[config.mk]
export PLATFORM = sky130hd
export DESIGN_NAME = clipped_colorkey_blitter_unit
export DESIGN_NICKNAME = d
export VERILOG_FILES = /design/src/rtl/ccb_pkg.sv /design/src/rtl/ccb_clip.sv /design/src/rtl/ccb_walk.sv /design/src/rtl/clipped_colorkey_blitter_unit.sv
export SDC_FILE = /design/constraint.sdc
export NUM_CORES = 1
export LEC_CHECK = 0
export BUFFER_PORTS_ARGS = -buffer_cell sky130_fd_sc_hd__buf_2
export CELL_PAD_IN_SITES_DETAIL_PLACEMENT = 0
export CELL_PAD_IN_SITES_GLOBAL_PLACEMENT = 1
export CORE_MARGIN = 2
export CORE_UTILIZATION = 49
export CTS_BUF_LIST = sky130_fd_sc_hd__clkbuf_8 sky130_fd_sc_hd__clkbuf_16
export CTS_CLUSTER_DIAMETER = 40
export DETAILED_ROUTE_END_ITERATION = 12
export GPL_ROUTABILITY_DRIVEN = 0
export GPL_TIMING_DRIVEN = 0
export PLACE_DENSITY = 0.82
export SYNTH_ARGS = -nofsm -noshare
export SYNTH_HDL_FRONTEND = slang
export SYNTH_HIERARCHICAL = 1
export SYNTH_SLANG_ARGS = --single-unit
export TNS_END_PERCENT = 20
[constraint.sdc]
create_clock -name clk -period 13.85 [get_ports clk]
set_clock_uncertainty 0.1 [all_clocks]
set_input_delay 3.4625 -clock clk [delete_from_list [all_inputs] [get_ports clk]]
set_output_delay 3.4625 -clock clk [all_outputs]
set_load 0.02 [all_outputs]
[src/rtl/ccb_pkg.sv]
`timescale 1ns / 1ps
// ----------------------------------------------------------------------------
// ccb_pkg
// Shared types and constants of the clipped colour-key blitter.
// ----------------------------------------------------------------------------
package ccb_pkg;

    localparam int DIM_W = 11;   // coordinate and size width
    localparam int IDX_W = 20;   // linear index width
    localparam int PIX_W = 8;    // pixel width
    localparam int SW_W  = 14;   // signed working width of the clip arithmetic

    localparam logic [DIM_W-1:0] SCREEN_WIDTH_RST  = 11'd132;
    localparam logic [DIM_W-1:0] SCREEN_HEIGHT_RST = 11'd176;

    // register indexes of the configuration port
    localparam logic REG_SCREEN_WIDTH  = 1'b0;
    localparam logic REG_SCREEN_HEIGHT = 1'b1;

    // request type codes
    localparam logic REQ_SETUP = 1'b0;
    localparam logic REQ_PIXEL = 1'b1;

    typedef struct packed {
        logic             req_type;
        logic [DIM_W-1:0] dest_x;
        logic [DIM_W-1:0] dest_y;
        logic [DIM_W-1:0] req_width;
        logic [DIM_W-1:0] req_height;
        logic [DIM_W-1:0] src_x;
        logic [DIM_W-1:0] src_y;
        logic [DIM_W-1:0] bmp_width;
        logic [DIM_W-1:0] bmp_height;
        logic [PIX_W-1:0] key_color;
        logic             key_flag;
        logic [PIX_W-1:0] pixel;
    } item_t;

    typedef struct packed {
        logic             ok;
        logic [DIM_W-1:0] width;
        logic [DIM_W-1:0] height;
        logic [IDX_W-1:0] src_start;
        logic [IDX_W-1:0] row_base;
    } clip_t;

    typedef struct packed {
        logic [IDX_W-1:0] dest_index;
        logic             write_enable;
        logic [PIX_W-1:0] pixel_out;
        logic             last;
    } pix_res_t;

    typedef struct packed {
        logic             accepted;
        logic [DIM_W-1:0] clip_width;
        logic [DIM_W-1:0] clip_height;
        logic [IDX_W-1:0] src_start;
        pix_res_t         pix;
    } result_t;

endpackage

[src/rtl/ccb_clip.sv]
`timescale 1ns / 1ps
// ----------------------------------------------------------------------------
// ccb_clip
// Clips a requested blit window to the screen and to the bitmap.
// ----------------------------------------------------------------------------
module ccb_clip
(
    input  ccb_pkg::item_t            item,
    input  logic [ccb_pkg::DIM_W-1:0] screen_width,
    input  logic [ccb_pkg::DIM_W-1:0] screen_height,
    output ccb_pkg::clip_t            clip
);

    logic signed [ccb_pkg::SW_W-1:0] sw_s, sh_s, bw_s, bh_s;
    logic signed [ccb_pkg::SW_W-1:0] x_a, y_a, x0_a, y0_a, sx_a, sy_a;
    logic signed [ccb_pkg::SW_W-1:0] x_b, y_b, x0_b, y0_b, sx_b, sy_b;
    logic signed [ccb_pkg::SW_W-1:0] sx_c, sy_c, sx_d, sy_d;
    logic                            reject_a, reject_b, ok;
    logic [2*ccb_pkg::DIM_W-1:0]     row_prod, src_prod;

    always_comb
    begin
        sw_s = {3'b000, screen_width};
        sh_s = {3'b000, screen_height};
        bw_s = {3'b000, item.bmp_width};
        bh_s = {3'b000, item.bmp_height};
        x_a  = {{3{item.dest_x[ccb_pkg::DIM_W-1]}}, item.dest_x};
        y_a  = {{3{item.dest_y[ccb_pkg::DIM_W-1]}}, item.dest_y};
        x0_a = {{3{item.src_x[ccb_pkg::DIM_W-1]}}, item.src_x};
        y0_a = {{3{item.src_y[ccb_pkg::DIM_W-1]}}, item.src_y};
        sx_a = (item.req_width  != '0) ? {3'b000, item.req_width}  : bw_s;
        sy_a = (item.req_height != '0) ? {3'b000, item.req_height} : bh_s;

        reject_a = (x_a >= sw_s) || (y_a >= sh_s);

        // pull a left or top overhang back onto the screen
        if (x_a < 0)
        begin
            sx_b = sx_a + x_a;
            x0_b = x0_a - x_a;
            x_b  = '0;
        end
        else
        begin
            sx_b = sx_a;
            x0_b = x0_a;
            x_b  = x_a;
        end
        if (y_a < 0)
        begin
            sy_b = sy_a + y_a;
            y0_b = y0_a - y_a;
            y_b  = '0;
        end
        else
        begin
            sy_b = sy_a;
            y0_b = y0_a;
            y_b  = y_a;
        end

        reject_b = (x0_b < 0) || (x0_b >= bw_s) || (y0_b < 0) || (y0_b >= bh_s)
                   || (sx_b <= 0) || (sy_b <= 0);

        // cut at the right and bottom edges of screen, then bitmap
        sx_c = (x_b + sx_b > sw_s) ? sw_s - x_b : sx_b;
        sx_d = (x0_b + sx_c > bw_s) ? bw_s - x0_b : sx_c;
        sy_c = (y_b + sy_b > sh_s) ? sh_s - y_b : sy_b;
        sy_d = (y0_b + sy_c > bh_s) ? bh_s - y0_b : sy_c;

        ok = !reject_a && !reject_b && (sx_d > 0) && (sy_d > 0);

        row_prod = screen_width * y_b[ccb_pkg::DIM_W-1:0];
        src_prod = item.bmp_width * y0_b[ccb_pkg::DIM_W-1:0];

        clip.ok = ok;
        if (ok)
        begin
            clip.width     = sx_d[ccb_pkg::DIM_W-1:0];
            clip.height    = sy_d[ccb_pkg::DIM_W-1:0];
            clip.row_base  = row_prod[ccb_pkg::IDX_W-1:0]
                             + {9'd0, x_b[ccb_pkg::DIM_W-1:0]};
            clip.src_start = src_prod[ccb_pkg::IDX_W-1:0]
                             + {9'd0, x0_b[ccb_pkg::DIM_W-1:0]};
        end
        else
        begin
            clip.width     = '0;
            clip.height    = '0;
            clip.row_base  = '0;
            clip.src_start = '0;
        end
    end

endmodule

[src/rtl/ccb_walk.sv]
`timescale 1ns / 1ps
// ----------------------------------------------------------------------------
// ccb_walk
// Window state: walks the clipped window in raster order, keys pixels.
// ----------------------------------------------------------------------------
module ccb_walk
(
    input  logic                      clk,
    input  logic                      rst_n,
    input  logic                      setup_step,
    input  logic                      pixel_step,
    input  ccb_pkg::clip_t            clip,
    input  logic [ccb_pkg::PIX_W-1:0] key_color,
    input  logic                      key_flag,
    input  logic [ccb_pkg::PIX_W-1:0] pixel,
    input  logic [ccb_pkg::DIM_W-1:0] screen_width,
    output ccb_pkg::pix_res_t         pix_res
);

    logic [ccb_pkg::DIM_W-1:0] win_w_reg, win_w_next, win_h_reg, win_h_next;
    logic [ccb_pkg::DIM_W-1:0] col_reg, col_next, row_reg, row_next;
    logic [ccb_pkg::IDX_W-1:0] row_base_reg, row_base_next;
    logic                      keyed_reg, keyed_next;
    logic [ccb_pkg::PIX_W-1:0] key_reg, key_next;
    logic                      active;
    logic [ccb_pkg::DIM_W:0]   col_inc, row_inc;

    always_comb
    begin
        win_w_next    = win_w_reg;
        win_h_next    = win_h_reg;
        col_next      = col_reg;
        row_next      = row_reg;
        row_base_next = row_base_reg;
        keyed_next    = keyed_reg;
        key_next      = key_reg;

        active  = (win_w_reg != '0) && (win_h_reg != '0) && (row_reg < win_h_reg);
        col_inc = {1'b0, col_reg} + 12'd1;
        row_inc = {1'b0, row_reg} + 12'd1;

        pix_res = '0;
        if (active)
        begin
            pix_res.dest_index   = row_base_reg + {9'd0, col_reg};
            pix_res.write_enable = !(keyed_reg && (pixel == key_reg));
            pix_res.pixel_out    = pixel;
            pix_res.last         = (col_inc == {1'b0, win_w_reg})
                                   && (row_inc == {1'b0, win_h_reg});
        end

        if (setup_step)
        begin
            win_w_next    = clip.width;
            win_h_next    = clip.height;
            col_next      = '0;
            row_next      = '0;
            row_base_next = clip.row_base;
            keyed_next    = (key_color != '0) || key_flag;
            key_next      = key_color;
        end
        else if (pixel_step && active)
        begin
            if (col_inc >= {1'b0, win_w_reg})
            begin
                col_next      = '0;
                row_next      = row_inc[ccb_pkg::DIM_W-1:0];
                row_base_next = row_base_reg + {9'd0, screen_width};
            end
            else
            begin
                col_next = col_inc[ccb_pkg::DIM_W-1:0];
            end
        end
    end

    always_ff @(posedge clk or negedge rst_n)
    begin
        if (!rst_n)
        begin
            win_w_reg    <= '0;
            win_h_reg    <= '0;
            col_reg      <= '0;
            row_reg      <= '0;
            row_base_reg <= '0;
            keyed_reg    <= 1'b0;
            key_reg      <= '0;
        end
        else
        begin
            win_w_reg    <= win_w_next;
            win_h_reg    <= win_h_next;
            col_reg      <= col_next;
            row_reg      <= row_next;
            row_base_reg <= row_base_next;
            keyed_reg    <= keyed_next;
            key_reg      <= key_next;
        end
    end

endmodule

[src/rtl/clipped_colorkey_blitter_unit.sv]
`timescale 1ns / 1ps
// ----------------------------------------------------------------------------
// clipped_colorkey_blitter_unit
// Rectangle blitter with screen/bitmap clipping and colour-key transparency.
// ----------------------------------------------------------------------------
//  channel | handshake            | payload
//  --------+----------------------+-------------------------------------------
//  in      | in_valid / in_stall  | req_type .. pixel (setup or pixel request)
//  out     | out_valid / out_stall| accepted .. last (one answer per request)
//  config  | cfg_we               | cfg_index, cfg_data
//
//  One request per clock sustained while out_stall is low; a request's answer
//  shows once it has passed the input register and then the result register.
//  The clip arithmetic and the pixel walk both sit between those registers.
//  Reset clears the window, so pixel requests before a setup answer zero.
//  A stalled result holds in the result register while the input register
//  takes one more request; the input stalls only when both are full and the
//  result is stalled.
// ----------------------------------------------------------------------------
module clipped_colorkey_blitter_unit
(
    input  logic                      clk,
    input  logic                      rst_n,
    // configuration
    input  logic                      cfg_we,
    input  logic                      cfg_index,
    input  logic [ccb_pkg::DIM_W-1:0] cfg_data,
    // request channel
    input  logic                      in_valid,
    output logic                      in_stall,
    input  logic                      req_type,
    input  logic signed [ccb_pkg::DIM_W-1:0] dest_x,
    input  logic signed [ccb_pkg::DIM_W-1:0] dest_y,
    input  logic [ccb_pkg::DIM_W-1:0] req_width,
    input  logic [ccb_pkg::DIM_W-1:0] req_height,
    input  logic signed [ccb_pkg::DIM_W-1:0] src_x,
    input  logic signed [ccb_pkg::DIM_W-1:0] src_y,
    input  logic [ccb_pkg::DIM_W-1:0] bmp_width,
    input  logic [ccb_pkg::DIM_W-1:0] bmp_height,
    input  logic [ccb_pkg::PIX_W-1:0] key_color,
    input  logic                      key_flag,
    input  logic [ccb_pkg::PIX_W-1:0] pixel,
    // result channel
    output logic                      out_valid,
    input  logic                      out_stall,
    output logic                      accepted,
    output logic [ccb_pkg::DIM_W-1:0] clip_width,
    output logic [ccb_pkg::DIM_W-1:0] clip_height,
    output logic [ccb_pkg::IDX_W-1:0] src_start,
    output logic [ccb_pkg::IDX_W-1:0] dest_index,
    output logic                      write_enable,
    output logic [ccb_pkg::PIX_W-1:0] pixel_out,
    output logic                      last
);

    // screen geometry registers
    logic [ccb_pkg::DIM_W-1:0] scr_w_reg, scr_w_next, scr_h_reg, scr_h_next;

    // input register and result register
    logic              in_valid_reg, in_valid_next;
    ccb_pkg::item_t    item_reg;
    logic              out_valid_reg, out_valid_next;
    ccb_pkg::result_t  res_reg, res_next;

    logic              out_free, advance, in_take;
    logic              setup_step, pixel_step;
    ccb_pkg::clip_t    clip;
    ccb_pkg::pix_res_t pix_res;

    // the result register frees when empty or when its request is taken
    assign out_free = !out_valid_reg || !out_stall;
    assign advance  = in_valid_reg && out_free;
    assign in_stall = in_valid_reg && !out_free;
    assign in_take  = in_valid && !in_stall;

    assign setup_step = advance && (item_reg.req_type == ccb_pkg::REQ_SETUP);
    assign pixel_step = advance && (item_reg.req_type == ccb_pkg::REQ_PIXEL);

    ccb_clip u_clip
    (
        .item          (item_reg),
        .screen_width  (scr_w_reg),
        .screen_height (scr_h_reg),
        .clip          (clip)
    );

    ccb_walk u_walk
    (
        .clk          (clk),
        .rst_n        (rst_n),
        .setup_step   (setup_step),
        .pixel_step   (pixel_step),
        .clip         (clip),
        .key_color    (item_reg.key_color),
        .key_flag     (item_reg.key_flag),
        .pixel        (item_reg.pixel),
        .screen_width (scr_w_reg),
        .pix_res      (pix_res)
    );

    always_comb
    begin
        scr_w_next = scr_w_reg;
        scr_h_next = scr_h_reg;
        if (cfg_we)
        begin
            case (cfg_index)
                ccb_pkg::REG_SCREEN_WIDTH:  scr_w_next = cfg_data;
                ccb_pkg::REG_SCREEN_HEIGHT: scr_h_next = cfg_data;
                default:                    scr_w_next = scr_w_reg;
            endcase
        end

        // hold the input register until its request moves on
        if (in_take)
            in_valid_next = 1'b1;
        else if (advance)
            in_valid_next = 1'b0;
        else
            in_valid_next = in_valid_reg;

        // advance into the result register, or drop a taken result
        if (advance)
            out_valid_next = 1'b1;
        else if (!out_stall)
            out_valid_next = 1'b0;
        else
            out_valid_next = out_valid_reg;

        // a setup answers with the clip; a pixel answers with its write
        res_next = '0;
        if (item_reg.req_type == ccb_pkg::REQ_SETUP)
        begin
            res_next.accepted    = clip.ok;
            res_next.clip_width  = clip.width;
            res_next.clip_height = clip.height;
            res_next.src_start   = clip.src_start;
        end
        else
        begin
            res_next.pix = pix_res;
        end
    end

    always_ff @(posedge clk or negedge rst_n)
    begin
        if (!rst_n)
        begin
            scr_w_reg     <= ccb_pkg::SCREEN_WIDTH_RST;
            scr_h_reg     <= ccb_pkg::SCREEN_HEIGHT_RST;
            in_valid_reg  <= 1'b0;
            out_valid_reg <= 1'b0;
        end
        else
        begin
            scr_w_reg     <= scr_w_next;
            scr_h_reg     <= scr_h_next;
            in_valid_reg  <= in_valid_next;
            out_valid_reg <= out_valid_next;
        end
    end

    // payload registers
    always_ff @(posedge clk)
    begin
        if (in_take)
        begin
            item_reg.req_type   <= req_type;
            item_reg.dest_x     <= dest_x;
            item_reg.dest_y     <= dest_y;
            item_reg.req_width  <= req_width;
            item_reg.req_height <= req_height;
            item_reg.src_x      <= src_x;
            item_reg.src_y      <= src_y;
            item_reg.bmp_width  <= bmp_width;
            item_reg.bmp_height <= bmp_height;
            item_reg.key_color  <= key_color;
            item_reg.key_flag   <= key_flag;
            item_reg.pixel      <= pixel;
        end
        if (advance)
            res_reg <= res_next;
    end

    assign out_valid    = out_valid_reg;
    assign accepted     = res_reg.accepted;
    assign clip_width   = res_reg.clip_width;
    assign clip_height  = res_reg.clip_height;
    assign src_start    = res_reg.src_start;
    assign dest_index   = res_reg.pix.dest_index;
    assign write_enable = res_reg.pix.write_enable;
    assign pixel_out    = res_reg.pix.pixel_out;
    assign last         = res_reg.pix.last;

    // the input stalls only while its own register is occupied
    a_stall_needs_item: assert property (@(posedge clk) disable iff (!rst_n)
        in_stall |-> in_valid_reg)
        else $error("input stalled with an empty input register");

    // an accepted setup always opens a nonempty window
    a_accept_nonempty: assert property (@(posedge clk) disable iff (!rst_n)
        (out_valid_reg && accepted) |-> (clip_width != '0 && clip_height != '0))
        else $error("accepted setup with empty window");

    // setup answers and pixel answers never mix
    a_no_mix: assert property (@(posedge clk) disable iff (!rst_n)
        out_valid_reg |-> !(accepted && (write_enable || last)))
        else $error("result mixes setup and pixel fields");

    // a request that moves on without a follower leaves the input register empty
    a_drain: assert property (@(posedge clk) disable iff (!rst_n)
        (advance && !in_take) |=> !in_valid_reg)
        else $error("input register kept a request that had moved on");

endmodule
==> metrics.md <==
| Metric | Value |
|---|---|
| Core area | `slightly above 60000 µm²` |
| Final period util | `94.8%` |
| First-pass GRT wire length | `139000 µm` |
| Final ANT Viol Nets | `0` |
| LEAKAGE | `15.9 nW` |
| Max cap viols | `0` |
| Reg clk slew, reported paths | `60 ps` |
| Most numerous cell on the critical path | `clkbuf_1` |
| Avg WL per Cell | `20.1 µm` |
| DP Area | `between 30000 and 40000 µm²` |
| Post-synthesis mux area share | `4.01%` |
| Hold_ws | `412 ps` |
| Leading area contributor after synthesis | `edfxtp_1` |
| Vias | `25400` |
| Post-route cell area | `between 30000 and 40000 µm²` |
| CP arrival | `13520 ps` |
| Total power draw | `0.00643 W` |
| Slowest cell on the critical path | `clkbuf_1` |
| CP peak stage delay | `510 ps` |
| Antenna violations before repair | `0` |
| H-Tree Depth | `2` |
| Largest family of logic cells by synthesized area | `adder cells` |
| Clock Tree Root | `clkbuf_16` |
| Critical Path Source | `item_reg[93]$_DFFE_PP_` |
| Fill count | `5686` |
| Mapped Cells | `3380` |
| Fraction of the mapped netlist area in simple logic gates | `17.0%` |
| Cell Pwr Density | `187 nW/µm²` |
| Setup_tns | `0 ps` |
| Die Y-Extent | `254 µm` |
| Min-delay worst type | `flop to flop` |
| # hold bufs at CTS | `0` |
| Post-Synth Adder-Cell Area | `26.5%` |
| Met1 Usage GRT | `37.3%` |
| Relative slew slack | `31.3%` |
| Ys async rst share | `35.1%` |
| TritonCTS Buffers | `44` |
| Synth-to-layout area growth | `12.1%` |
| CTS Sinks | `276` |
| Register area share after synthesis | `25.5%` |
| Final HPWL from detailed placement | `74000 µm` |
| IO Pins | `between 150 and 200` |
| GRT met2 Usage | `46.5%` |
| RR Startpoint | `item_reg[93]$_DFFE_PP_` |
| Grt met3 use | `4.19%` |
| Most congested layer reported by global routing | `met2` |
| Die ar. | `64600 µm²` |
| Final setup vio count | `0` |
| Chip width | `254 µm` |
| Unrepaired setup endpoints after global routing | `no` |
| Max IR drop VDD | `366 µV` |
| Clk Latency, worst-skew pair | `610 ps` |
| Most used DFF post-synth | `edfxtp_1` |
| CTS tree | `yes` |
| TritonRoute pass-1 iters | `5` |
| Synth unique cells | `between 100 and 150` |
| I/O Buffers | `197` |
| GRT overflow | `0` |
| Final Hold Viols | `0` |
| Total Routing Usage GR | `28.2%` |
| Status | `complete, no violations` |
| Synthesized cell area | `30700 µm²` |
| Number of synthesized flops with an enable pin | `179` |
| Vias in the first global route | `24600` |
| Synth top area share | `17.5%` |
| Slew Viols, Final | `0` |
| Final wirelength | `90600 µm` |
| CP Capture Type | `flop` |
| Ant. Diodes | `0` |
| FMAX | `0.0761 GHz` |
| Crit path max fanout | `10` |
| Final net count | `approximately 4300` |
| Post-DR vias/cell | `5.65` |
| Max reg flops | `~110` |
| Seq cells post-synth | `276` |
| XOR/XNOR Fraction of Synth Area | `just under 5%` |
| Ranking of synthesized cells by area | `edfxtp_1 18%, ha_1 15%, fa_1 12%` |
| Post-layout util | `55.6%` |
| Fraction of layout cells with a size suffix above 1 | `12.4%` |
| Fin crit period | `13140 ps` |
| Compound-Gate Fraction of Synth Area | `15.3%` |
| Syn Nets | `4043` |
| Worst Tran Pin Value | `1030 ps` |
| DRC violations left | `0` |
| Avg Synthesized Cell Area | `9.07 µm²` |
| Initial DRC count | `1787` |
| Largest net degree at the start of global routing | `70` |
| Starting Density | `49.6%` |
| CTS Buffer Depth | `3` |
| Startpoint Class | `flop` |
| Worst hold start | `item_reg[11]$_DFFE_PP_` |
| Syn. warnings | `6` |
| Row count | `91` |
| Critical setup path kind | `flop to flop` |
| CP required | `~14000 ps` |
-- worst paths after layout --
path                                                        to  slack [ps]  depth (start not counted)
max in group asynchronous        u_walk/col_reg[9]$_DFFE_PN0P_       10200                          2
min reg2reg                      u_walk/key_reg[2]$_DFFE_PN0P_         410                          1
max                        u_walk/row_base_reg[16]$_DFFE_PN0P_         710                         47
max reg2reg                u_walk/row_base_reg[16]$_DFFE_PN0P_         710                         47
min in group asynchronous            scr_w_reg[10]$_DFFE_PN0P_        2730                          1
min                              u_walk/key_reg[2]$_DFFE_PN0P_         410                          1
-- kinds of logic (layout without fill, tap and decap cells) --
group	Yosys count	count (layout)
flip-flops	276	276
buffers and inverters	531	813
multiplexers	109	109
XOR/XNOR	174	174
AO/OA/AOI/OAI	691	691
adder cells (fa/ha/maj)	540	540
AND/OR/NAND/NOR	1059	1059
-- final cells by class --
cell class,instances,area (µm²),area share [%]
buffer,98,424,1.23
clock buffer,47,1140,3.32
clock inverter,35,422,1.23
inverter,433,1630,4.73
multi-input combinational,2573,20800,60.6
sequential,276,7810,22.7
tap,837,1050,3.05
timing repair buffer,200,1060,3.09
-- Yosys cell counts (16+ instances only) --
cell type and number:
o21ai_0 143, dfrtp_1 92, a211oi_1 40, clkbuf_1 67, nor2_1 312, ha_1 356
fa_1 184, a21o_1 74, and2_1 67, nor3_1 64, nor4_1 25, o21bai_1 26
edfxtp_1 179, mux2_2 64, inv_1 421, and3_1 24, nor2b_1 89, nand2_1 267
or2_2 18, a31oi_1 24, o21a_1 38, xnor2_1 124, nand3_1 69, nand4_1 24
mux2i_1 33, xor2_1 50, nand2b_1 23, a21oi_1 173, buf_2 16
-- through the flow --
step                      instances  setup slack (ps)
after floorplan                3380              2880
after global placement         4414               414
after detailed placement       4417               361
after CTS                      4499               290
after global routing           4499              83.3
final                          4499               714
-- cells in the final DEF, fill, tap and decap left out, drive strengths merged, types with 15 or more instances in the layout --
| cell type | instances |
|---|---|
| o211ai | 16 |
| xor2 | 50 |
| edfxtp | 179 |
| or2 | 19 |
| o21bai | 26 |
| a211oi | 42 |
| and3 | 24 |
| a21o | 74 |
| ha | 356 |
| mux2i | 35 |
| clkbuf | 115 |
| o21a | 38 |
| or4 | 15 |
| a31oi | 24 |
| buf | 230 |
| nand2b | 23 |
| inv | 440 |
| nand2 | 268 |
| nor3 | 64 |
| clkinv | 21 |
| nor2 | 313 |
| o21ai | 145 |
| nor4 | 30 |
| fa | 184 |
| nor2b | 90 |
| nand3 | 69 |
| xnor2 | 124 |
| dfrtp | 92 |
| a21oi | 174 |
| mux2 | 74 |
| nand4 | 26 |
| and2 | 67 |
-- timing repair --
| item | in CTS | in global routing |
|---|---|---|
| resized for setup | 0 | 8 |
| setup endpoints to repair | 0 | 82 |
| buffers inserted | 0 | 0 |
-- where the power goes --
group	total, W	leakage, nW	switching (W)	internal (W)
Sequential	0.00108	2.96	0.000107	0.000969
Clock	0.00115	0.759	0.000463	0.000682
Combinational	0.00421	12.2	0.00247	0.00174
-- routing by layer --
layer / vias to the layer above / part of all wire [%] / routed length [µm]
met5: - / 0 / 0
met4: 0 / 4.1 / 3740
li1: 12300 / - / -
met1: 12100 / 44 / 39600
met2: 814 / 46 / 41800
met3: 163 / 5.9 / 5370
-- critical path, delay by kind of cell, from the launching register on --
kind            cells  cell delay, ps
compound gates     19            4310
fa+ha+maj           5            1800
xor+xnor            2             320
mux                 3             890
buf+inv             7            2920
flops               1             380
simple gates       11            2310
Power figures use the tool's default switching activity.
